==> config.mk <==
export PLATFORM = sky130hd
export DESIGN_NAME = bptc_sdiv
export DESIGN_NICKNAME = d
export VERILOG_FILES = /design/src/design/bptc_pkg.sv /design/src/design/bptc_sdiv.sv
export SDC_FILE = /design/constraint.sdc
export NUM_CORES = 2
export LEC_CHECK = 0
export BUFFER_PORTS_ARGS = -buffer_cell sky130_fd_sc_hd__buf_2
export CORE_MARGIN = 1.5
export CORE_UTILIZATION = 45
export DETAILED_ROUTE_END_ITERATION = 10
export HOLD_SLACK_MARGIN = 0.08
export PLACE_DENSITY = 0.59
export SYNTH_ARGS = -nofsm -noshare
export SYNTH_HDL_FRONTEND = slang
export SYNTH_SLANG_ARGS = --single-unit
export TNS_END_PERCENT = 100
==> constraint.sdc <==
create_clock -name clk_i -period 10.1 [get_ports clk_i]
set_input_delay 1.01 -clock clk_i [delete_from_list [all_inputs] [get_ports clk_i]]
set_output_delay 1.01 -clock clk_i [all_outputs]
set_load 0.02 [all_outputs]
==> src/design/bptc_pkg.sv <==
// ----------------------------------------------------------------------------
// bptc_pkg
// Shared widths, limits, register codes and the calibration coefficient
// record of the barometric compensation pipeline.
// ----------------------------------------------------------------------------
package bptc_pkg;

  // raw readings and scale factors
  localparam int RAW_W    = 24;
  localparam int SCALE_W  = 23;
  localparam int FRAC_W   = 24;
  localparam int QMAG_W   = 30;
  localparam int CFG_W    = 64;
  localparam int CFG_IDX_W = 3;

  localparam logic [SCALE_W-1:0] SCALE_MIN = 23'd253952;
  localparam logic [SCALE_W-1:0] SCALE_MAX = 23'd7864320;
  localparam logic [SCALE_W-1:0] SCALE_RST = 23'd524288;

  // results
  localparam int TEMP_W  = 24;
  localparam int PRESS_W = 32;
  localparam int SUM_W   = 61;

  // pressure divide by 25 after the shift by 16: saturation bound and digits
  localparam int PM_W    = SUM_W - 16;
  localparam int PMAG_W  = 36;
  localparam int DIG_W   = 4;
  localparam logic [PM_W-1:0] PSAT_LIM = 45'd53687091200;
  localparam logic [PRESS_W-1:0] PRESS_MAX = 32'h7fff_ffff;
  localparam logic [PRESS_W-1:0] PRESS_MIN = 32'h8000_0000;
  localparam logic [TEMP_W-1:0]  TEMP_MAX  = 24'h7f_ffff;
  localparam logic [TEMP_W-1:0]  TEMP_MIN  = 24'h80_0000;

  typedef enum logic [CFG_IDX_W-1:0] {
    CFG_TEMP_COEF   = 3'd0,
    CFG_PRESS_HIGH  = 3'd1,
    CFG_PRESS_MID   = 3'd2,
    CFG_PRESS_LOW   = 3'd3,
    CFG_TEMP_SCALE  = 3'd4,
    CFG_PRESS_SCALE = 3'd5
  } cfg_idx_e;

  typedef struct packed {
    logic [11:0] c0;
    logic [11:0] c1;
    logic [19:0] c00;
    logic [19:0] c10;
    logic [15:0] c01;
    logic [15:0] c11;
    logic [15:0] c20;
    logic [15:0] c21;
    logic [15:0] c30;
  } coef_t;

endpackage

==> src/design/bptc_sdiv.sv <==
// ----------------------------------------------------------------------------
// bptc_sdiv
// Pipelined restoring divider: |raw| * 2^24 / scale, one quotient bit per
// stage, sign carried alongside. The scale is clamped on entry.
// ----------------------------------------------------------------------------
module bptc_sdiv (
  input  logic                              clk_i,
  input  logic                              rst_ni,
  input  logic                              en_i,
  input  logic                              valid_i,
  input  logic signed [bptc_pkg::RAW_W-1:0] raw_i,
  input  logic [bptc_pkg::SCALE_W-1:0]      scale_i,
  output logic                              valid_o,
  output logic                              neg_o,
  output logic [bptc_pkg::QMAG_W-1:0]       mag_o
);
  import bptc_pkg::*;

  localparam int NS  = QMAG_W;
  localparam int PRE = QMAG_W - FRAC_W;

  logic [SCALE_W-1:0] rem_q [0:NS];
  logic [QMAG_W-1:0]  sh_q  [0:NS];
  logic [SCALE_W-1:0] dv_q  [0:NS];
  logic               neg_q [0:NS];
  logic [NS:0]        vld_q;

  logic [SCALE_W:0]   trial_w [1:NS];
  logic               ge_w    [1:NS];
  logic [SCALE_W-1:0] rem_w   [1:NS];
  logic [SCALE_W-1:0] dv0_w;
  logic [RAW_W-1:0]   mag0_w;

  // clamp the scale, take the magnitude, then one trial subtract per stage
  always_comb begin
    if (scale_i < SCALE_MIN) begin
      dv0_w = SCALE_MIN;
    end else if (scale_i > SCALE_MAX) begin
      dv0_w = SCALE_MAX;
    end else begin
      dv0_w = scale_i;
    end
    mag0_w = raw_i[RAW_W-1] ? RAW_W'(-raw_i) : RAW_W'(raw_i);
    for (int s = 1; s <= NS; s++) begin
      trial_w[s] = {rem_q[s-1], sh_q[s-1][QMAG_W-1]};
      ge_w[s]    = trial_w[s] >= {1'b0, dv_q[s-1]};
      rem_w[s]   = ge_w[s] ? SCALE_W'(trial_w[s] - {1'b0, dv_q[s-1]})
                           : trial_w[s][SCALE_W-1:0];
    end
  end

  // advance valid bits
  always_ff @(posedge clk_i or negedge rst_ni) begin
    if (!rst_ni) begin
      vld_q <= '0;
    end else if (en_i) begin
      vld_q <= {vld_q[NS-1:0], valid_i};
    end
  end

  // advance stage payload
  always_ff @(posedge clk_i) begin
    if (en_i) begin
      rem_q[0] <= {{(SCALE_W-RAW_W+PRE){1'b0}}, mag0_w[RAW_W-1:PRE]};
      sh_q[0]  <= {mag0_w[PRE-1:0], {FRAC_W{1'b0}}};
      dv_q[0]  <= dv0_w;
      neg_q[0] <= raw_i[RAW_W-1];
      for (int s = 1; s <= NS; s++) begin
        rem_q[s] <= rem_w[s];
        sh_q[s]  <= {sh_q[s-1][QMAG_W-2:0], ge_w[s]};
        dv_q[s]  <= dv_q[s-1];
        neg_q[s] <= neg_q[s-1];
      end
    end
  end

  assign valid_o = vld_q[NS];
  assign neg_o   = neg_q[NS];
  assign mag_o   = sh_q[NS];

endmodule

=== After elaboration in Yosys (flattened, before gate mapping) ===
Memory sizes are Yosys's and may differ from the RTL's.
Cells that the tools add are included.

* Output and inout bits: 32
* Flip-flop bits (word level): 31
* Word-level logic and storage cells: 103
* Memories: 4
* Memory bits (writable): 2387
* Bits of input ports: 51

{| class="wikitable"
|+ Memory list
! name !! words !! bits a word !! read ports !! clocked after Yosys merged registers in !! write ports !! RTL line !! source
|-
| sh_q || 31 || 30 || 31 || 0 || 31 || bptc_sdiv.sv:23 || <nowiki>logic [QMAG_W-1:0] sh_q [0:NS];</nowiki>
|-
| dv_q || 31 || 23 || 30 || 0 || 31 || bptc_sdiv.sv:24 || <nowiki>logic [SCALE_W-1:0] dv_q [0:NS];</nowiki>
|-
| rem_q || 31 || 23 || 30 || 0 || 31 || bptc_sdiv.sv:22 || <nowiki>logic [SCALE_W-1:0] rem_q [0:NS];</nowiki>
|-
| neg_q || 31 || 1 || 31 || 0 || 31 || bptc_sdiv.sv:25 || <nowiki>logic neg_q [0:NS];</nowiki>
|}

* Magnitude comparators: 32
* Multiplexer cells: 35
* $add $sub $neg: 31

{| class="wikitable"
|+ Operators with widths
! operator !! number
|-
| 23-bit 2-to-1 mux || 32
|-
| 24-bit by 23-bit greater-or-equal comparator with 1-bit output || 30
|-
| 23-bit subtractor || 30
|-
| 24-bit 2-to-1 mux || 1
|-
| 24-bit negator || 1
|-
| 23-bit greater-than comparator, second input constant || 1
|-
| 23-bit by 18-bit less-than comparator with 1-bit output, second input constant || 1
|-
| 1-bit 2-to-1 mux || 2
|}

=== Logic depth before layout (Yosys ltp) ===
* Depth after elaboration: 3
* Gate-level depth with buffers: 16
* Depth with buffers taken out: 14

=== Worst setup path after synthesis ===
No wires, ideal clock.

* Kind: input to register
* Start point: input raw_i[5] in the netlist's numbering
* End point: memory rem_q[0][13] (data pin)
* Arrival time: 3.390 ns
* Setup time: 0.261 ns
* Data required time: 9.839 ns
* Setup slack: 6.449 ns
* Stages: 7
* Cells stage by stage: or4_4 or3_1 or4_4 or4_1 or3_4 o41ai_4 xnor2_1

{| class="wikitable"
|+ RTL lines
! element !! RTL line !! source
|-
| start, declared || bptc_sdiv.sv:11 || <nowiki>input logic signed [bptc_pkg::RAW_W-1:0] raw_i,</nowiki>
|-
| end, declared || bptc_sdiv.sv:22 ||
|}

==> reports/results.ini <==
[setup_path]
regToRegSetupSlack_ps = 5690
critPathMaxStageDelay_ps = 760
r2r_start = rem_q[1][138]
cp.arrival_ps = 4980
cp_max_fo = 34
crit_top_cell = o21ai_0
reg2reg_depth = 11
critPathCaptureType = flip-flop
timing.critical_path.buf_inv = 1
worstSetupStartpointType = flip-flop
crit_slowest_cell = a2111oi_0
path_class = reg -> reg
crit_start = rem_q[1][138]
cp.depth = 11
timing.critical_path.cells = fa_1, a21oi_1, o21ai_0, a2111oi_0, nor2_1, o21a_1, o21ai_0, o211ai_1, a211oi_4, buf_4, mux2_2
crit_family = compound AO/OA/AOI/OAI gates
cp.required_ps = 10670

[sta]
worst_slack_ps = 5690
setup_viol = 0
fin_crit_ps = 4410
fmax_ghz = 0.227
fin_skew_ps = 34.5
hold_viol_final = 0
rsz0062_at_grt = no
period_share_pct = 43.6
timing.slew.headroom_pct = 26.2
slew_violations = 0
fin_tns_setup_ps = 0
worstMarginPinSlew_ps = 1110

[layout]
final_nets = 8977
fill_cells = 18935
layout-drive-gt1-share_pct = 10.3
layout_common_cells = edfxtp_1 (1,892), inv_1 (843), ha_1 (686)
layout.cells.non_filler = 11262
areaGrowthSynthToFinish_pct = 10.7
regArea_um2 = 57600
multiInputGateArea_um2 = 38000
final_common_cell = edfxtp_1

[drt]
drt-total-wl_um = 201000
ant_nets = 0
vias = 60470
firstDrtPassIters = 5
wire_per_inst_um = 17.9
first_iter_violations = 3848
viasPerCell = 5.37
drc = 0

[clock_tree]
cts.sinks = 1923
clk_transition_reported_paths_ps = 60
post_cts_resized = 0
cts-root-buf = clkbuf_16
cts_buffer_depth = 3
cts_hold_buf = 0
cts_tree = yes
cts_htree_levels = 4
insertion_delay_ps = 840
cts_setup_buffers = 0
numCtsBuffers = 212

[pwr]
leakage_nw = 44.1
p_per_area_nw_per_um2 = 308
ir_drop_mv = 0.162
fin_total_pwr_w = 0.0339

[global_routing]
grt_pass1_vias = 60156
grt_overflow = 0
antenna_found_initial = 1
grt_pass1_wl_um = 322000
track_usage_pct = 17.8
grt_max_degree = 205

[logic_synthesis]
synth-simple-area-share_pct = 7.18
yosys-mux-area-fraction_pct = 4.52
synth_area_um2 = 99400
synth-seq-cells = 1923
synthXorXnorAreaFrac_pct = 5.00
synth_edf_count = 1892
synth-adder-area-share_pct = 9.22
netlist_instances = 8040
synth.distinct_cells = 91
yosysSeqAreaShare_pct = 57.9
ys.flop_type = edfxtp_1
synth_compound_area_share_pct = 12.2
syn-num-nets = 8806
synthArstFlopShare_pct = 1.61
synth_top_family_by_area = compound AO/OA/AOI/OAI gates
avgSynthCellArea_um2 = 12.4
ys_warn_count = 0

[flow_run]
maxCapViolations = 0

[run_status]
status = complete, no violations

[placement]
dp.cells = 10868
numPortBuffers = 82
dp.final_hpwl_um = 145000
dp_slack_ps = 5710
gp_congestion = 0.891

[floorplan]
rows = 172
die_x_um = 473
die_area_um2 = 224000
die_h_um = 473
start_util_pct = 45.3
core_um2 = 220000
io_pins = 83

[worst_hold_path]
hp-class = in -> async

-- metrics by stage --
step	util [%]	hold WS, ps	cell area (um^2)
CTS	50.1	144	110000
finish	50.1	207	110000
global route	50.1	195	110000
detailed placement	47.0	405	103000
floorplan	-	400	99400
global placement	47.0	400	103000
-- final timing paths --
kind / end
setup / recovery: rem_q[1][162]
hold / removal: vld_q[1]
min in group clk_i: dv_q[0][22]
hold reg to reg: sh_q[1][406]
max in group asynchronous: vld_q[18]
setup reg to reg: rem_q[1][162]
-- state kept, by name, indices dropped and copies added, names as in the netlist --
| name | cells |
|---|---|
| neg_q | 31 |
| rem_q | 685 |
| vld_q | 31 |
| sh_q | 486 |
| dv_q | 690 |
-- cells by family (layout without fill, tap and decap cells) --
kind of cell / after synthesis / after routing
compound gates: 1924 / 1924
xor+xnor: 567 / 567
fa+ha+maj: 715 / 715
buf+inv: 1011 / 1359
flops: 1923 / 1923
mux: 401 / 401
other cells: 0 / 3
simple gates: 1499 / 1499
-- power by group --
part           leakage, nW  switching, W  internal, W
Combinational         21.8       0.00738      0.00626
Sequential            18.9       0.00119       0.0115
Clock                 3.35       0.00318      0.00443
-- metal layers --
layer  up-vias  routed length, um  GRT usage (%)
met5         -                  0              0
met4         0               5140           5.27
met3       325               6310           2.40
met2       993             101000           31.4
met1     29264              89000           22.7
li1      29888                  -              -
-- cells in the mapped netlist (11+ instances only) --
cell	instances	area, um^2
nor3_1	69	345
o21a_1	91	683
inv_1	843	3160
a31o_2	13	114
mux2_1	19	214
o31a_1	27	236
mux2_2	366	4120
nand2b_1	82	513
a211o_1	19	166
mux2i_1	16	160
nor4_1	18	113
ha_1	686	8580
o21ai_0	437	2190
or2_2	18	113
a21boi_0	21	158
o211ai_1	27	203
xnor2_1	374	3280
buf_4	30	225
and3_1	35	219
a2111oi_0	16	140
nand2_1	406	1520
a211oi_1	44	330
o41ai_1	12	105
a21o_1	310	2330
xor2_1	193	1690
o21bai_1	75	563
clkbuf_1	113	424
or3_1	32	200
nor2b_1	104	651
a21oi_1	613	3070
nor2_1	454	1700
nand4_1	91	569
edfxtp_1	1892	56800
and2_1	39	244
buf_2	15	75.1
a31oi_1	54	338
o2111ai_1	12	105
fa_1	29	581
dfrtp_1	31	776
o31ai_1	42	315
and4_1	11	96.3
nand3_1	99	495
-- worst register-to-register path, cell delays in order (launching register included) --
cell	delay, ps
edfxtp_1	440
fa_1	500
a21oi_1	220
o21ai_0	140
a2111oi_0	760
nor2_1	270
o21a_1	250
o21ai_0	180
o211ai_1	170
a211oi_4	470
buf_4	370
mux2_2	390
-- layout make-up --
cell class,instances,share of cell area (%)
clock inverter,144,1.28
sequential,1923,52.3
clock buffer,247,4.96
antenna,3,0.00682
multi-input combinational,5106,34.5
timing repair buffer,124,0.775
inverter,844,2.88
tap,2871,3.26
Power figures use the tool's default switching activity.
