===== src/design/bptc_pkg.sv =====
// ----------------------------------------------------------------------------
// bptc_pkg
// Shared widths, limits, register codes and the calibration coefficient
// record of the barometric compensation pipeline.
// ----------------------------------------------------------------------------
package bptc_pkg;

  // raw readings and scale factors
  localparam int RAW_W    = 24;
  localparam int SCALE_W  = 23;
  localparam int FRAC_W   = 24;
  localparam int QMAG_W   = 30;
  localparam int CFG_W    = 64;
  localparam int CFG_IDX_W = 3;

  localparam logic [SCALE_W-1:0] SCALE_MIN = 23'd253952;
  localparam logic [SCALE_W-1:0] SCALE_MAX = 23'd7864320;
  localparam logic [SCALE_W-1:0] SCALE_RST = 23'd524288;

  // results
  localparam int TEMP_W  = 24;
  localparam int PRESS_W = 32;
  localparam int SUM_W   = 61;

  // pressure divide by 25 after the shift by 16: saturation bound and digits
  localparam int PM_W    = SUM_W - 16;
  localparam int PMAG_W  = 36;
  localparam int DIG_W   = 4;
  localparam logic [PM_W-1:0] PSAT_LIM = 45'd53687091200;
  localparam logic [PRESS_W-1:0] PRESS_MAX = 32'h7fff_ffff;
  localparam logic [PRESS_W-1:0] PRESS_MIN = 32'h8000_0000;
  localparam logic [TEMP_W-1:0]  TEMP_MAX  = 24'h7f_ffff;
  localparam logic [TEMP_W-1:0]  TEMP_MIN  = 24'h80_0000;

  typedef enum logic [CFG_IDX_W-1:0] {
    CFG_TEMP_COEF   = 3'd0,
    CFG_PRESS_HIGH  = 3'd1,
    CFG_PRESS_MID   = 3'd2,
    CFG_PRESS_LOW   = 3'd3,
    CFG_TEMP_SCALE  = 3'd4,
    CFG_PRESS_SCALE = 3'd5
  } cfg_idx_e;

  typedef struct packed {
    logic [11:0] c0;
    logic [11:0] c1;
    logic [19:0] c00;
    logic [19:0] c10;
    logic [15:0] c01;
    logic [15:0] c11;
    logic [15:0] c20;
    logic [15:0] c21;
    logic [15:0] c30;
  } coef_t;

endpackage


===== src/design/bptc_pdiv.sv =====
// ----------------------------------------------------------------------------
// bptc_pdiv
// Pressure output: truncate the sum toward zero by 1638400 (shift by 16,
// then divide by 25 one hex digit per stage), saturate, register results.
// ----------------------------------------------------------------------------
module bptc_pdiv (
  input  logic                              clk_i,
  input  logic                              rst_ni,
  input  logic                              en_i,
  input  logic                              valid_i,
  input  logic signed [bptc_pkg::SUM_W-1:0] sum_i,
  input  logic [bptc_pkg::TEMP_W-1:0]       temp_i,
  output logic                              valid_o,
  output logic [bptc_pkg::TEMP_W-1:0]       temp_o,
  output logic [bptc_pkg::PRESS_W-1:0]      press_o
);
  import bptc_pkg::*;

  localparam int NDG   = PMAG_W / DIG_W;
  localparam int R_W   = 5;
  localparam int V_W   = R_W + DIG_W;
  localparam int PRD_W = 15;
  localparam int RSH   = 10;
  localparam logic [5:0]     RECIP25 = 6'd41;
  localparam logic [V_W-1:0] DIV_K   = 9'd25;

  logic [NDG+1:0]      vld_q;
  logic [R_W-1:0]      rem_q [0:NDG];
  logic [PMAG_W-1:0]   sh_q  [0:NDG];
  logic                sat_q [0:NDG];
  logic                neg_q [0:NDG];
  logic [TEMP_W-1:0]   tmp_q [0:NDG];
  logic [TEMP_W-1:0]   temp_out_q;
  logic [PRESS_W-1:0]  press_out_q;

  logic [SUM_W-1:0]    abs_w;
  logic [PM_W-1:0]     m_w;
  logic [V_W-1:0]      v_w   [1:NDG];
  logic [PRD_W-1:0]    prd_w [1:NDG];
  logic [DIG_W-1:0]    dg_w  [1:NDG];
  logic [V_W-1:0]      r_w   [1:NDG];
  logic [PRESS_W-1:0]  q_w, press_w;

  // magnitude, saturation test, digit steps and final sign
  always_comb begin
    abs_w = sum_i[SUM_W-1] ? SUM_W'(-sum_i) : SUM_W'(sum_i);
    m_w   = abs_w[SUM_W-1:16];
    for (int k = 1; k <= NDG; k++) begin
      v_w[k]   = {rem_q[k-1], sh_q[k-1][PMAG_W-1 -: DIG_W]};
      prd_w[k] = PRD_W'(v_w[k]) * PRD_W'(RECIP25);
      dg_w[k]  = prd_w[k][RSH +: DIG_W];
      r_w[k]   = v_w[k] - (V_W'(dg_w[k]) * DIV_K);
    end
    q_w = sh_q[NDG][PRESS_W-1:0];
    if (sat_q[NDG]) begin
      press_w = neg_q[NDG] ? PRESS_MIN : PRESS_MAX;
    end else begin
      press_w = neg_q[NDG] ? -q_w : q_w;
    end
  end

  // advance valid bits
  always_ff @(posedge clk_i or negedge rst_ni) begin
    if (!rst_ni) begin
      vld_q <= '0;
    end else if (en_i) begin
      vld_q <= {vld_q[NDG:0], valid_i};
    end
  end

  // advance stage payload
  always_ff @(posedge clk_i) begin
    if (en_i) begin
      rem_q[0] <= '0;
      sh_q[0]  <= m_w[PMAG_W-1:0];
      sat_q[0] <= m_w >= PSAT_LIM;
      neg_q[0] <= sum_i[SUM_W-1];
      tmp_q[0] <= temp_i;
      for (int k = 1; k <= NDG; k++) begin
        rem_q[k] <= r_w[k][R_W-1:0];
        sh_q[k]  <= {sh_q[k-1][PMAG_W-DIG_W-1:0], dg_w[k]};
        sat_q[k] <= sat_q[k-1];
        neg_q[k] <= neg_q[k-1];
        tmp_q[k] <= tmp_q[k-1];
      end
      temp_out_q  <= tmp_q[NDG];
      press_out_q <= press_w;
    end
  end

  assign valid_o = vld_q[NDG+1];
  assign temp_o  = temp_out_q;
  assign press_o = press_out_q;

endmodule


===== config.mk =====
export PLATFORM = sky130hd
export DESIGN_NAME = bptc_pdiv
export DESIGN_NICKNAME = d
export VERILOG_FILES = /design/src/design/bptc_pkg.sv /design/src/design/bptc_pdiv.sv
export SDC_FILE = /design/constraint.sdc
export NUM_CORES = 1
export LEC_CHECK = 0
export BUFFER_PORTS_ARGS = -buffer_cell sky130_fd_sc_hd__buf_2
export CAP_MARGIN = 20
export CORE_MARGIN = 2
export CORE_UTILIZATION = 30
export DETAILED_ROUTE_END_ITERATION = 10
export GPL_TIMING_DRIVEN = 0
export PLACE_DENSITY = 0.5
export SLEW_MARGIN = 20
export SYNTH_ARGS = -nofsm -noshare
export SYNTH_HDL_FRONTEND = slang
export SYNTH_SLANG_ARGS = --single-unit

===== constraint.sdc =====
create_clock -name clk_i -period 8.3 [get_ports clk_i]
set_clock_uncertainty 0.2 [all_clocks]
set_input_delay 0.83 -clock clk_i [delete_from_list [all_inputs] [get_ports clk_i]]
set_output_delay 0.83 -clock clk_i [all_outputs]
set_load 0.005 [all_outputs]

# Word level (Yosys, flattened, before mapping)
# Memories as Yosys holds them, arrays and structs flattened. A register that Yosys moved wholly into a read port is not among the register bits.
# Index checks and enable logic that the tools add are counted.
# classes
add_sub_neg	11
mul	18
order_cmp	1
mux	6
# ops
operator	n
multiplier 9 x 6 -> 14 bit (second input constant)	9
two-way mux 32 bit	3
two-way mux 61 bit	1
negation 61 bit	1
>= comparator 45 x 36 -> 1 bit (second input constant)	1
multiplier 4 x 5 -> 5 bit (second input constant)	9
subtractor 5 bit	9
negation 32 bit	1
two-way mux 1 bit	2
# totals
register_bits	43
ramBits	670
inputBits	89
elab_cells	43
mem_count	5
# mem_list
memory	words	width	read_ports	rd_clocked_by_memory_dff	write_ports	line_no	source
sh_q	10	36	10	0	10	bptc_pdiv.sv:29	logic [PMAG_W-1:0] sh_q [0:NDG];
tmp_q	10	24	10	1	10	bptc_pdiv.sv:32	logic [TEMP_W-1:0] tmp_q [0:NDG];
rem_q	10	5	9	0	10	bptc_pdiv.sv:28	logic [R_W-1:0] rem_q [0:NDG];
neg_q	10	1	10	0	10	bptc_pdiv.sv:31	logic neg_q [0:NDG];
sat_q	10	1	10	0	10	bptc_pdiv.sv:30	logic sat_q [0:NDG];

# Logic depth before layout (Yosys ltp)
# depth
word_depth	3
ltp_mapped	22
depth_no_buf	22

# Least setup slack after synthesis
# OpenSTA, ideal clock, no wires.
# synth_path
path_kind	flip-flop to flip-flop
startpoint	memory sh_q[3][33]
endpoint	memory rem_q[4][4] (data pin)
setup_time_ps	263
t_arrival_ps	4523
required_ps	7837
path_slack_ps	3314
path_stages_with_launch	21
path_buffers	0
period_less_slack_ps	4986
path_cell_list	edfxtp_1 -> ha_1 -> inv_1 -> fa_1 -> inv_1 -> ha_1 -> ha_1 -> and3_1 -> a311oi_1 -> o21ai_0 -> a21oi_1 -> ha_1 -> inv_1 -> fa_1 -> inv_1 -> fa_1 -> nor2b_1 -> nor3b_1 -> xnor2_1 -> xnor2_1 -> xnor2_1
# synth_lines
element	line_no
start: declaration	bptc_pdiv.sv:29
end: declaration	bptc_pdiv.sv:28

==> flow_summary.json <==
{
  "yosys.area.top_type": "edfxtp_1",
  "synth_nets": 2177,
  "synth_common_cells": "edfxtp_1, ha_1, inv_1",
  "crit_path_end_kind": "flip-flop",
  "cp_cell_sequence": "ha_1 > inv_1 > fa_1 > inv_1 > ha_1 > ha_1 > a311oi_1 > o21ai_0 > a21oi_1 > ha_1 > xnor2_1 > xor2_1 > inv_1 > ha_1 > nor2_1 > fa_1 > nor2b_1 > nor3b_1 > xnor2_1 > xnor2_1 > xnor2_1",
  "yosys.area_share.adder_pct": 14.6,
  "die_x_um": 319,
  "setup_violations": 0,
  "post_cts_resized": 0,
  "cts_tree": "done",
  "slew_violations": 0,
  "tightest_slew_ns": 0.743,
  "grt_first_pass_wirelength_mm": 76.9,
  "fin_cells": 3344,
  "synthTopCellsByArea": "edfxtp_1, ha_1, xnor2_1",
  "crit_required_ns": 8.45,
  "insertion_delay_ns": 0.61,
  "layout.nets": 2408,
  "hold_viol": 0,
  "first_iter_violations": 945,
  "die_y_um": 319,
  "synth_top_family_by_area": "adder cells",
  "gr-usage-all-layers_pct": 9.27,
  "clkSinkCount": 691,
  "synth-simple-area-share_pct": 4.17,
  "yosys_warnings": 0,
  "final_antenna_net_count": 0,
  "fin_crit_sh_pct": 67.6,
  "grt_pass1_vias": 14868,
  "placedCellCount": 3205,
  "place.gp.congestion": 0.823,
  "cts_root_buf": "clkbuf_16",
  "cts_made_buffers": 76,
  "synthCells": 1766,
  "drive_above_1_share_pct": 13.9,
  "yosysTopAreaCellShare_pct": 68.8,
  "cp.arrival_ns": 5.76,
  "async_reset_ff_share_pct": 1.59,
  "yosysMostFrequentCell": "edfxtp_1",
  "antenna_found_initial": 4,
  "dp_hpwl_mm": 31.5,
  "clk_pin_slew_ns": 0.06,
  "worstSetupStartpointType": "flip-flop",
  "synth_flop_cell": "edfxtp_1",
  "yosysSeqAreaShare_pct": 69.7,
  "fill_cells": 9306,
  "rsz0062_at_grt": "no",
  "grt_overflow": 0,
  "synthMuxAreaShare_pct": 0.822,
  "cpPeakStageDelay_ns": 0.54,
  "ys_ff_latch": 691,
  "row_count": 115,
  "relSlewSlack_pct": 49.8,
  "crit_type": "flip-flop to flip-flop",
  "ios": 146,
  "syn2layout_area_growth_pct": 16.8,
  "synth-edff-count": 680,
  "clk_path_buf_depth": 3,
  "cpMostUsedCell": "ha_1",
  "ff2ff_setup_slack_ns": 2.69,
  "routed_wirelength_mm": 46.5,
  "cpMaxStageDelayCell": "a21oi_1",
  "synth_compound_area_share_pct": 4.47,
  "design.die.area_mm2": 0.101,
  "drc": 0,
  "coreArea_mm2": 0.0983,
  "hold_path_class": "primary input to flip-flop",
  "vias": 14500,
  "fmax_mhz": 178,
  "synth_xor_area_share_pct": 4.43,
  "postSynthAreaPerCell_um2": 16.8,
  "grt_max_degree": 104,
  "wl_per_cell_um": 13.9,
  "io_buffers": 145,
  "maxCapViolCount": 0,
  "crit_fanout": 5,
  "cts_max_level": 3,
  "ys_types": 61,
  "synth_area_mm2": 0.0297,
  "initial_core_util_pct": 30.2,
  "status": "completed",
  "first_pass_iters": 5,
  "via_per_inst": 4.34,
  "fin_crit_ns": 5.61,
  "antenna_cells": 0
}
-- registers in the layout (all words and copies together), names as in the netlist --
signal   count
sat_q       10
neg_q       10
press_o     32
temp_o      24
tmp_q      240
vld_q       11
rem_q       40
sh_q       324
-- cell families after synthesis --
kind of cell	count (synthesis)
buffers and inverters	141
AND/OR/NAND/NOR	227
AO/OA/AOI/OAI	212
XOR/XNOR	150
multiplexers	23
flip-flops	691
adder cells (fa/ha/maj)	322
-- timing repair --
| action | in CTS | in global routing |
|---|---|---|
| setup buffers | 0 | 0 |
| endpoints found under the hold margin | 11 | 0 |
| setup endpoints to repair | 0 | 0 |
| hold buffers | 1 | 0 |
-- worst max-delay path, delay by kind of cell (launching register included) --
family                   cells  cell delay [ns]
flip-flops                   1             0.46
buffers and inverters        3             0.17
AND/OR/NAND/NOR              3             0.40
XOR/XNOR                     5             0.78
AO/OA/AOI/OAI                3             1.15
adder cells (fa/ha/maj)      7             2.17
-- through the flow --
step | worst slack (ns) | TNS (ns) | util [%] | instance area (um^2) | hold WS [ns]
2_1_floorplan | 3.31 | 0 | - | 29700 | 0.200
4_1_cts | 2.66 | 0 | 35.3 | 34700 | 0.132
5_1_grt | 2.27 | 0 | 35.3 | 34700 | 0.149
6_report | 2.69 | 0 | 35.3 | 34700 | 0.196
3_3_place_gp | -4.38 | -2717.14 | 32.6 | 32000 | 0.200
3_5_place_dp | 2.68 | 0 | 32.8 | 32200 | 0.205
-- cell usage in the layout (no fill, tap or decap), types with 8 or more instances in the layout --
cell       instances
nor4_1            13
xnor2_1          113
edfxtp_1         680
clkbuf_1          37
dfrtp_1           11
a21oi_1           54
ha_1             283
clkinv_2          11
clkbuf_16         79
a21o_1             9
nand2b_1          15
mux2_2            11
clkinv_1          14
nand4_1            8
xor2_1            37
and3_1            11
fa_1              39
o21bai_1          15
buf_2            144
mux2i_1           12
o22ai_1           18
nor3_1            16
nor2_1            61
nand2_1           42
inv_1            117
o21a_1            12
nor2b_1           13
a31oi_1           15
a211oi_1          10
nor3b_1            9
o21ai_0           50
-- worst paths after layout --
path	end	cells past startpoint	startpoint
min	tmp_q[0][7]	1	temp_i[7]
max	rem_q[8][4]	21	sh_q[7][35]
min in group asynchronous	vld_q[9]	2	rst_ni
max reg2reg	rem_q[8][4]	21	sh_q[7][35]
min reg2reg	tmp_q[8][7]	0	tmp_q[7][7]
max in group asynchronous	vld_q[4]	2	rst_ni
-- cell type report --
cell class	count	area (um^2)	share of cell area [%]
flip-flops and latches	691	20700	59.7
multi-input cells	934	8450	24.4
clock buffers	93	2030	5.85
well taps	1287	1610	4.64
repair buffers	153	938	2.71
inverters	117	439	1.27
clock inverters	45	415	1.20
plain buffers	24	97.6	0.281
-- layer usage --
metal	up-vias	wire [um]	track usage, %
met3	128	2250	2.25
li1	7169	-	-
met1	6897	21700	12.1
met4	0	1470	4.03
met5	-	0	0
met2	306	21100	14.7
Power is left out: the tool's default activity adds up to more than one toggle a clock period on the data nets, which glitch-free logic cannot reach.
